<file path="src/hdl/swm_pkg.sv">
// Shared types and constants for the sliding window maximum block.
// Used by swm_ctrl, swm_dp and sliding_window_maximum.
package swm_pkg;

  localparam int MAX_WINDOW = 64;
  localparam int SAMPLE_W   = 32;
  localparam int CFG_W      = 7;
  localparam int PTR_W      = $clog2(MAX_WINDOW);
  localparam int CNT_W      = PTR_W + 1;
  localparam int POS_W      = PTR_W + 1;
  localparam int ENTRY_W    = POS_W + SAMPLE_W;

  typedef enum logic [2:0] {
    ST_IDLE,
    ST_EXP_RD,
    ST_EXP_CHK,
    ST_BCK_RD,
    ST_BCK_CHK,
    ST_APPEND,
    ST_FRONT_RD,
    ST_OUT
  } state_t;

  typedef struct packed {
    logic load;
    logic rd_front;
    logic rd_back;
    logic drop_head;
    logic drop_tail;
    logic append;
    logic out_load;
  } dp_cmd_t;

  typedef struct packed {
    logic             count_zero;
    logic             expired;
    logic             smaller;
    logic             window_full;
    logic [CNT_W-1:0] count;
  } dp_status_t;

endpackage

</file>
<file path="src/hdl/swm_ram.sv">
// Generic simple dual-port RAM with registered read.
// No dependencies.
module swm_ram #(
  parameter int WIDTH = 8,
  parameter int DEPTH = 16
) (
  input  logic                     clk,
  input  logic                     wr_en,
  input  logic [$clog2(DEPTH)-1:0] wr_addr,
  input  logic [WIDTH-1:0]         wr_data,
  input  logic                     rd_en,
  input  logic [$clog2(DEPTH)-1:0] rd_addr,
  output logic [WIDTH-1:0]         rd_data
);

  logic [WIDTH-1:0] mem [DEPTH];
  logic [WIDTH-1:0] rd_data_r;

  always_ff @(posedge clk) begin
    if (wr_en) begin
      mem[wr_addr] <= wr_data;
    end
    if (rd_en) begin
      rd_data_r <= mem[rd_addr];
    end
  end

  assign rd_data = rd_data_r;

endmodule

</file>
<file path="src/hdl/swm_ctrl.sv">
// Controller state machine: sequences expiry, back drops, append and result.
// Depends on swm_pkg.
module swm_ctrl
  import swm_pkg::*;
(
  input  logic       clk,
  input  logic       rst_n,
  input  logic       in_valid,
  output logic       in_stall,
  output logic       out_valid,
  input  logic       out_stall,
  input  dp_status_t status,
  output dp_cmd_t    cmd
);

  state_t state_r, state_nxt;
  logic   out_valid_r, out_valid_nxt;
  logic   out_free;

  assign out_free = !out_valid_r || !out_stall;

  always_comb begin
    state_nxt = state_r;
    case (state_r)
      ST_IDLE:     if (in_valid) state_nxt = ST_EXP_RD;
      ST_EXP_RD:   state_nxt = status.count_zero ? ST_BCK_RD : ST_EXP_CHK;
      ST_EXP_CHK:  state_nxt = status.expired ? ST_EXP_RD : ST_BCK_RD;
      ST_BCK_RD:   state_nxt = status.count_zero ? ST_APPEND : ST_BCK_CHK;
      ST_BCK_CHK:  state_nxt = status.smaller ? ST_BCK_RD : ST_APPEND;
      ST_APPEND:   state_nxt = status.window_full ? ST_FRONT_RD : ST_IDLE;
      ST_FRONT_RD: state_nxt = ST_OUT;
      ST_OUT:      if (out_free) state_nxt = ST_IDLE;
      default:     state_nxt = ST_IDLE;
    endcase
  end

  always_comb begin
    cmd = '0;
    case (state_r)
      ST_IDLE:     cmd.load = in_valid;
      ST_EXP_RD:   cmd.rd_front = !status.count_zero;
      ST_EXP_CHK:  cmd.drop_head = status.expired;
      ST_BCK_RD:   cmd.rd_back = !status.count_zero;
      ST_BCK_CHK:  cmd.drop_tail = status.smaller;
      ST_APPEND:   cmd.append = 1'b1;
      ST_FRONT_RD: cmd.rd_front = 1'b1;
      ST_OUT:      cmd.out_load = out_free;
      default:     cmd = '0;
    endcase
  end

  always_comb begin
    out_valid_nxt = out_valid_r;
    if (cmd.out_load) begin
      out_valid_nxt = 1'b1;
    end else if (!out_stall) begin
      out_valid_nxt = 1'b0;
    end
  end

  always_ff @(posedge clk) begin
    if (!rst_n) begin
      state_r     <= ST_IDLE;
      out_valid_r <= 1'b0;
    end else begin
      state_r     <= state_nxt;
      out_valid_r <= out_valid_nxt;
    end
  end

  assign in_stall  = (state_r != ST_IDLE);
  assign out_valid = out_valid_r;

endmodule

</file>
<file path="src/hdl/swm_dp.sv">
// Datapath: circular candidate queue in RAM, counters, window register, result.
// Depends on swm_pkg and swm_ram.
module swm_dp
  import swm_pkg::*;
(
  input  logic                clk,
  input  logic                rst_n,
  input  logic                cfg_wr_en,
  input  logic [CFG_W-1:0]    cfg_wr_data,
  input  logic [SAMPLE_W-1:0] in_sample,
  input  logic                in_start_req,
  input  dp_cmd_t             cmd,
  output dp_status_t          status,
  output logic [SAMPLE_W-1:0] window_max
);

  logic [CFG_W-1:0]    window_size_r;
  logic [SAMPLE_W-1:0] sample_r;
  logic [PTR_W-1:0]    head_r, head_nxt;
  logic [CNT_W-1:0]    count_r, count_nxt;
  logic [POS_W-1:0]    pos_r, pos_nxt;
  logic [CNT_W-1:0]    seen_r, seen_nxt;
  logic [SAMPLE_W-1:0] max_r;

  logic [CNT_W-1:0]    k_eff;
  logic [CNT_W-1:0]    seen_upd;
  logic [POS_W-1:0]    age;
  logic                full;
  logic                rd_en;
  logic [PTR_W-1:0]    rd_addr;
  logic [PTR_W-1:0]    wr_addr;
  logic [ENTRY_W-1:0]  rd_data;
  logic [SAMPLE_W-1:0] rd_value;
  logic [POS_W-1:0]    rd_pos;

  swm_ram #(
    .WIDTH (ENTRY_W),
    .DEPTH (MAX_WINDOW)
  ) u_queue (
    .clk     (clk),
    .wr_en   (cmd.append),
    .wr_addr (wr_addr),
    .wr_data ({pos_r, sample_r}),
    .rd_en   (rd_en),
    .rd_addr (rd_addr),
    .rd_data (rd_data)
  );

  always_comb begin
    if (window_size_r == '0) begin
      k_eff = CNT_W'(1);
    end else if (window_size_r > CFG_W'(MAX_WINDOW)) begin
      k_eff = CNT_W'(MAX_WINDOW);
    end else begin
      k_eff = CNT_W'(window_size_r);
    end
  end

  assign rd_value = rd_data[SAMPLE_W-1:0];
  assign rd_pos   = rd_data[ENTRY_W-1:SAMPLE_W];
  assign age      = pos_r - rd_pos;
  assign full     = (count_r == CNT_W'(MAX_WINDOW));
  assign rd_en    = cmd.rd_front || cmd.rd_back;
  assign rd_addr  = cmd.rd_back ? (head_r + count_r[PTR_W-1:0] - PTR_W'(1)) : head_r;
  assign wr_addr  = head_r + count_r[PTR_W-1:0];
  assign seen_upd = (seen_r < k_eff) ? (seen_r + CNT_W'(1)) : k_eff;

  assign status.count_zero  = (count_r == '0);
  assign status.expired     = (CNT_W'(age) >= k_eff);
  assign status.smaller     = ($signed(rd_value) < $signed(sample_r));
  assign status.window_full = (seen_upd >= k_eff);
  assign status.count       = count_r;

  always_comb begin
    head_nxt  = head_r;
    count_nxt = count_r;
    pos_nxt   = pos_r;
    seen_nxt  = seen_r;
    if (cmd.load && in_start_req) begin
      count_nxt = '0;
      pos_nxt   = '0;
      seen_nxt  = '0;
    end
    if (cmd.drop_head) begin
      head_nxt  = head_r + PTR_W'(1);
      count_nxt = count_r - CNT_W'(1);
    end
    if (cmd.drop_tail) begin
      count_nxt = count_r - CNT_W'(1);
    end
    if (cmd.append) begin
      // drop the oldest entry when the queue is full
      if (full) begin
        head_nxt = head_r + PTR_W'(1);
      end else begin
        count_nxt = count_r + CNT_W'(1);
      end
      pos_nxt  = pos_r + POS_W'(1);
      seen_nxt = seen_upd;
    end
  end

  always_ff @(posedge clk) begin
    if (!rst_n) begin
      window_size_r <= CFG_W'(1);
      head_r        <= '0;
      count_r       <= '0;
      pos_r         <= '0;
      seen_r        <= '0;
    end else begin
      if (cfg_wr_en) begin
        window_size_r <= cfg_wr_data;
      end
      head_r  <= head_nxt;
      count_r <= count_nxt;
      pos_r   <= pos_nxt;
      seen_r  <= seen_nxt;
    end
  end

  always_ff @(posedge clk) begin
    if (cmd.load) begin
      sample_r <= in_sample;
    end
    if (cmd.out_load) begin
      max_r <= rd_value;
    end
  end

  assign window_max = max_r;

endmodule

</file>
<file path="src/hdl/sliding_window_maximum.sv">
// Top level of the sliding window maximum block: controller plus datapath.
// Depends on swm_pkg, swm_ctrl, swm_dp and swm_ram.
//
//   Channel  Handshake            Payload
//   in       in_valid/in_stall    in_sample, in_start_req
//   out      out_valid/out_stall  out_window_max
//   cfg      cfg_wr_en            cfg_wr_data (window_size)
//
// One sample at a time: the sample is accepted, then the expiry scan at the
// front and the scan for smaller values at the back each read and then check
// one entry per step until a check stops them or the queue is empty, then the
// sample is appended; a result adds a front read and an output load, plus any
// wait on out_stall. All queue reads use the single registered read port of the RAM.
// Synchronous active-low reset clears the queue, counters and window size (1).
// A finished result waits in the output register; the next sample is taken
// meanwhile, and its result is held back until out_stall drops.
module sliding_window_maximum
  import swm_pkg::*;
(
  input  logic                clk,
  input  logic                rst_n,
  input  logic                cfg_wr_en,
  input  logic [CFG_W-1:0]    cfg_wr_data,
  input  logic                in_valid,
  output logic                in_stall,
  input  logic [SAMPLE_W-1:0] in_sample,
  input  logic                in_start_req,
  output logic                out_valid,
  input  logic                out_stall,
  output logic [SAMPLE_W-1:0] out_window_max
);

  dp_cmd_t    cmd;
  dp_status_t status;

  swm_ctrl u_ctrl (
    .clk       (clk),
    .rst_n     (rst_n),
    .in_valid  (in_valid),
    .in_stall  (in_stall),
    .out_valid (out_valid),
    .out_stall (out_stall),
    .status    (status),
    .cmd       (cmd)
  );

  swm_dp u_dp (
    .clk          (clk),
    .rst_n        (rst_n),
    .cfg_wr_en    (cfg_wr_en),
    .cfg_wr_data  (cfg_wr_data),
    .in_sample    (in_sample),
    .in_start_req (in_start_req),
    .cmd          (cmd),
    .status       (status),
    .window_max   (out_window_max)
  );

  a_count_bound: assert property (@(posedge clk) disable iff (!rst_n)
    status.count <= CNT_W'(MAX_WINDOW))
    else $error("queue count above capacity");

  a_one_at_a_time: assert property (@(posedge clk) disable iff (!rst_n)
    in_valid && !in_stall |=> in_stall)
    else $error("second sample taken while one is in progress");

  a_no_overwrite: assert property (@(posedge clk) disable iff (!rst_n)
    cmd.out_load |-> (!out_valid || !out_stall))
    else $error("pending result overwritten");

  a_no_pop_empty: assert property (@(posedge clk) disable iff (!rst_n)
    (cmd.drop_head || cmd.drop_tail) |-> !status.count_zero)
    else $error("pop from empty queue");

endmodule
</file>
<file path="config.mk">
export PLATFORM = sky130hd
export DESIGN_NAME = sliding_window_maximum
export DESIGN_NICKNAME = d
export VERILOG_FILES = /design/src/hdl/swm_pkg.sv /design/src/hdl/swm_ram.sv /design/src/hdl/swm_ctrl.sv /design/src/hdl/swm_dp.sv /design/src/hdl/sliding_window_maximum.sv
export SDC_FILE = /design/constraint.sdc
export NUM_CORES = 2
export LEC_CHECK = 0
export BUFFER_PORTS_ARGS = -buffer_cell sky130_fd_sc_hd__buf_2
export CAP_MARGIN = 15
export CORE_MARGIN = 5
export CORE_UTILIZATION = 60
export DETAILED_ROUTE_END_ITERATION = 8
export PLACE_DENSITY = 0.74
export SYNTH_ARGS = -nofsm -noshare
export SYNTH_HDL_FRONTEND = slang
export SYNTH_HIERARCHICAL = 1
export SYNTH_SLANG_ARGS = --single-unit
</file>
<file path="constraint.sdc">
create_clock -name clk -period 12.78 [get_ports clk]
set_input_delay 1.278 -clock clk [delete_from_list [all_inputs] [get_ports clk]]
set_output_delay 1.278 -clock clk [all_outputs]
set_load 0.005 [all_outputs]
</file>
==> out/results.md <==
* **run status** complete, no violations
* **final setup violating endpoints** 0
* **global-route wire length before repair** 373 mm
* **non-filler cells, final** 7319
* **global-route usage over all layers** 29.6%
* **top fanout value on the critical path** 69
* **Die Footprint** 178000 um^2
* **upper clock frequency limit** 164 MHz
* **required time of the worst setup path** 13.52 ns
* **Seq/Total Area, Yosys** 77.5%
* **vias per std cell** 6.98
* **Post-Synthesis Cells** 4626
* **final critical delay including setup and external delays** 6.11 ns
* **Crit Reg-Reg Startpoint** u_dp/count_r[0]$_SDFF_PN0_
* **final hold slack** 0.516 ns
* **power density over the cells** 183 nW/um^2
* **clock latency reported for the late side of the worst-skew pair** 0.92 ns
* **worst path buffer plus inverter count** 3
* **ys async rst share** 0%
* **ratio of cells with drive above 1 in the final layout** 26.5%
* **min-delay worst type** reg -> reg
* **slew at the pin closest to its max-slew limit** 1.20 ns
* **syn_area_per_cell** 22.0 um^2
* **Post-synth EDFFs** 2599
* **PortBufs** 78
* **pin count of the biggest net entering global routing** 138
* **family with the most delay on the worst path** simple AND/OR/NAND/NOR gates
* **routed vias** 51.1k
* **length in cells of the worst reg-to-reg path** 12
* **initial drt markers** 7698
* **number of instances in the placed design** 6854
* **Die W** 422 um
* **cells along the critical path** ha_1, fa_1, inv_1, ha_1, xnor2_1, mux2_8, buf_4, or3_1, buf_4, o22ai_1, nor4_1, o22a_1
* **critical path capture point type** register
* **placer's final routability congestion estimate** 0.822
* **detailed-routing iteration count for the pre-antenna-repair pass** 6
* **total core area** 169000 um^2
* **DRC Markers** 0
* **destination of the worst hold path** u_dp/window_size_r[0]$_SDFFE_PN1P_
* **WL final** 261 mm
* **number of pins with negative max-slew slack in the final report** 0
* **post-synthesis cell type with the largest combined area** sky130_fd_sc_hd__edfxtp_1
* **hold violation count in the final report** 0
* **number of nets in the finished design** 5030
* **commonest non-fill, non-tap cell in the layout** sky130_fd_sc_hd__edfxtp_1
* **Yosys warning count** 6
* **most common flop cell mapped by yosys** sky130_fd_sc_hd__edfxtp_1
* **post-CTS clock slew at the launch and capture registers of the worst setup and hold paths** 0.06 ns
* **number of buffers inserted by hold repair at cts** 0
* **area share of the largest cell type after synthesis** 76.8%
* **count of cells along the worst hold path** 2
* **Synth Net Count** 4742
* **cells resized by post-CTS repair** 0
* **count of distinct cell types in the synthesized netlist** 77
* **I/O pin count** 79
* **number of cell rows** 151
* **type of the setup path with the least slack** reg -> reg
* **critical path's largest stage delay** 0.94 ns
* **sum of overflow across all layers after global routing** 0
* **worst path arrival time** 6.85 ns
* **Final Skew** 0.0522 ns
* **Max rail drop VDD** 0.161 mV
* **Clock Sinks** 2637
* **crit path launch type** register
* **normalized max-slew margin** 19.5%
* **CTS tree** built
* **TritonCTS buffer count** 275
* **final core area utilization** 67.3%
* **post-detailed-placement half-perimeter wirelength** 132 mm
* **commonest cells after routing, fill and taps aside** sky130_fd_sc_hd__edfxtp_1, sky130_fd_sc_hd__mux4_2, sky130_fd_sc_hd__clkbuf_16, sky130_fd_sc_hd__o22ai_1, sky130_fd_sc_hd__buf_4
* **initial core utilization** 60.2%
* **unrepaired setup endpoints after global routing** no
* **reg-to-reg endpoint** u_dp/u_queue/rd_data[19]$_DFFE_PP_
* **final sum of negative setup slack** 0 ns
* **Clock Root Buffer** sky130_fd_sc_hd__clkbuf_16
* **reg-to-reg setup timing slack** 6.67 ns
* **vias in the first global route** 51.3k
* **WL per Instance** 35.7 um
* **antenna violations before repair** 9
* **top post-synthesis cells by area** sky130_fd_sc_hd__edfxtp_1, sky130_fd_sc_hd__mux4_2, sky130_fd_sc_hd__o22ai_1
* **LEAKAGE** 34.4 nW
* **startpoint of the lowest-slack hold path** u_dp/window_size_r[0]$_SDFFE_PN1P_
* **max-capacitance violation count** 0
* **Die H** 422 um
* **summed instance area of the synthesized netlist** 102000 um^2
* **final critical-path share of the clock period** 47.8%
* **number of buffers added for setup after CTS** 0
* **synth-to-layout area growth** 11.8%
* **Antenna Violating Nets Remaining** 0
* **Final Total Pwr** 20.8 mW
* **synthesis-stage register bit count** 2637
* **htree depth** 5
* **Clock Tree Buf Depth** 4
* **highest-delay cell along the critical path** sky130_fd_sc_hd__nor4_1
[flip-flops by register name (all words and copies together) (netlist names), 3 cells and up]
name / count
u_dp/u_queue/mem: 2496
u_dp/u_queue/rd_data: 39
u_dp/sample_r: 32
u_dp/window_max: 32
u_dp/count_r: 7
u_dp/pos_r: 7
u_dp/seen_r: 7
u_dp/window_size_r: 7
u_dp/head_r: 6
u_ctrl/state_r: 3
[tightest hold or removal path, stage by stage (launching register included)]
cell and delay (ns):
sky130_fd_sc_hd__dfxtp_1 0.35, sky130_fd_sc_hd__mux2i_1 0.08, sky130_fd_sc_hd__nand2_1 0.06
[how the worst max path moves through the flow]
| stage | start | end | depth (start not counted) |
|---|---|---|---|
| 2_1_floorplan | u_dp/count_r[0]$_SDFF_PN0_ | u_dp/u_queue/mem[48][0]$_DFFE_PP_ | 8 |
| 3_3_place_gp | u_dp/count_r[1]$_SDFF_PN0_ | u_dp/u_queue/rd_data[21]$_DFFE_PP_ | 12 |
| 3_5_place_dp | u_dp/count_r[1]$_SDFF_PN0_ | u_dp/u_queue/rd_data[30]$_DFFE_PP_ | 11 |
| 4_1_cts | u_dp/count_r[1]$_SDFF_PN0_ | u_dp/u_queue/rd_data[19]$_DFFE_PP_ | 11 |
| 5_1_grt | u_dp/count_r[0]$_SDFF_PN0_ | u_dp/u_queue/rd_data[19]$_DFFE_PP_ | 12 |
| 6_report | u_dp/count_r[0]$_SDFF_PN0_ | u_dp/u_queue/rd_data[19]$_DFFE_PP_ | 12 |
[stage by stage]
step | setup slack, ns | cell area (um^2)
floorplan | 7.68 | 102000
global placement | 6.10 | 105000
detailed placement | 6.44 | 105000
CTS | 6.38 | 114000
global route | 6.39 | 114000
finish | 6.67 | 114000
[report_power, final]
group,internal (mW),switching [mW]
logic,1.36,1.94
registers,9.93,0.169
clock network,4.29,3.12
total,15.6,5.23
[final cells by class]
cell class,count,area [um^2]
Tap cell,2218,2780
Timing Repair Buffer,250,1760
Antenna cell,4,10.0
Clock inverter,130,971
Sequential cell,2637,78800
Fill cell,10300,55200
Multi-Input combinational cell,1690,21900
Inverter,60,225
Clock buffer,330,7240
[layer usage]
metal,GRT usage (%),vias to the layer above,routed length [um]
li1,-,20200,-
met5,0,-,34
met2,45.8,3677,123000
met4,13.2,6,13600
met1,41.4,26600,91900
met3,6.78,633,32800
[logic make-up (layout without fill, tap and decap cells)]
group | count (synthesis) | count (layout) | share of synthesized area (%)
buffers and inverters | 299 | 770 | 1.56
other | 0 | 4 | 0
adders and majority gates | 71 | 71 | 0.888
and+or+nand+nor | 406 | 406 | 1.99
xor gates and xnor gates | 28 | 28 | 0.241
DFF | 2637 | 2637 | 77.5
AOI/OAI and AO/OA | 470 | 470 | 3.18
muxes | 715 | 715 | 14.6
[cell usage after synthesis (all sizes together), types with 13 or more instances]
library cell / n
dfxtp: 38
o22ai: 160
nor3: 13
o21ai: 45
xnor2: 16
nand2b: 18
nor2b: 37
edfxtp: 2599
clkbuf: 84
nand2: 68
a221oi: 16
a211oi: 28
mux4: 614
o21a: 13
inv: 60
nand4: 15
o221ai: 23
mux2: 28
a22oi: 43
nor2: 136
ha: 69
a21oi: 60
buf: 155
mux2i: 73
nor4: 33
nand3: 43
Note: power is estimated with default switching activity, not from simulation.
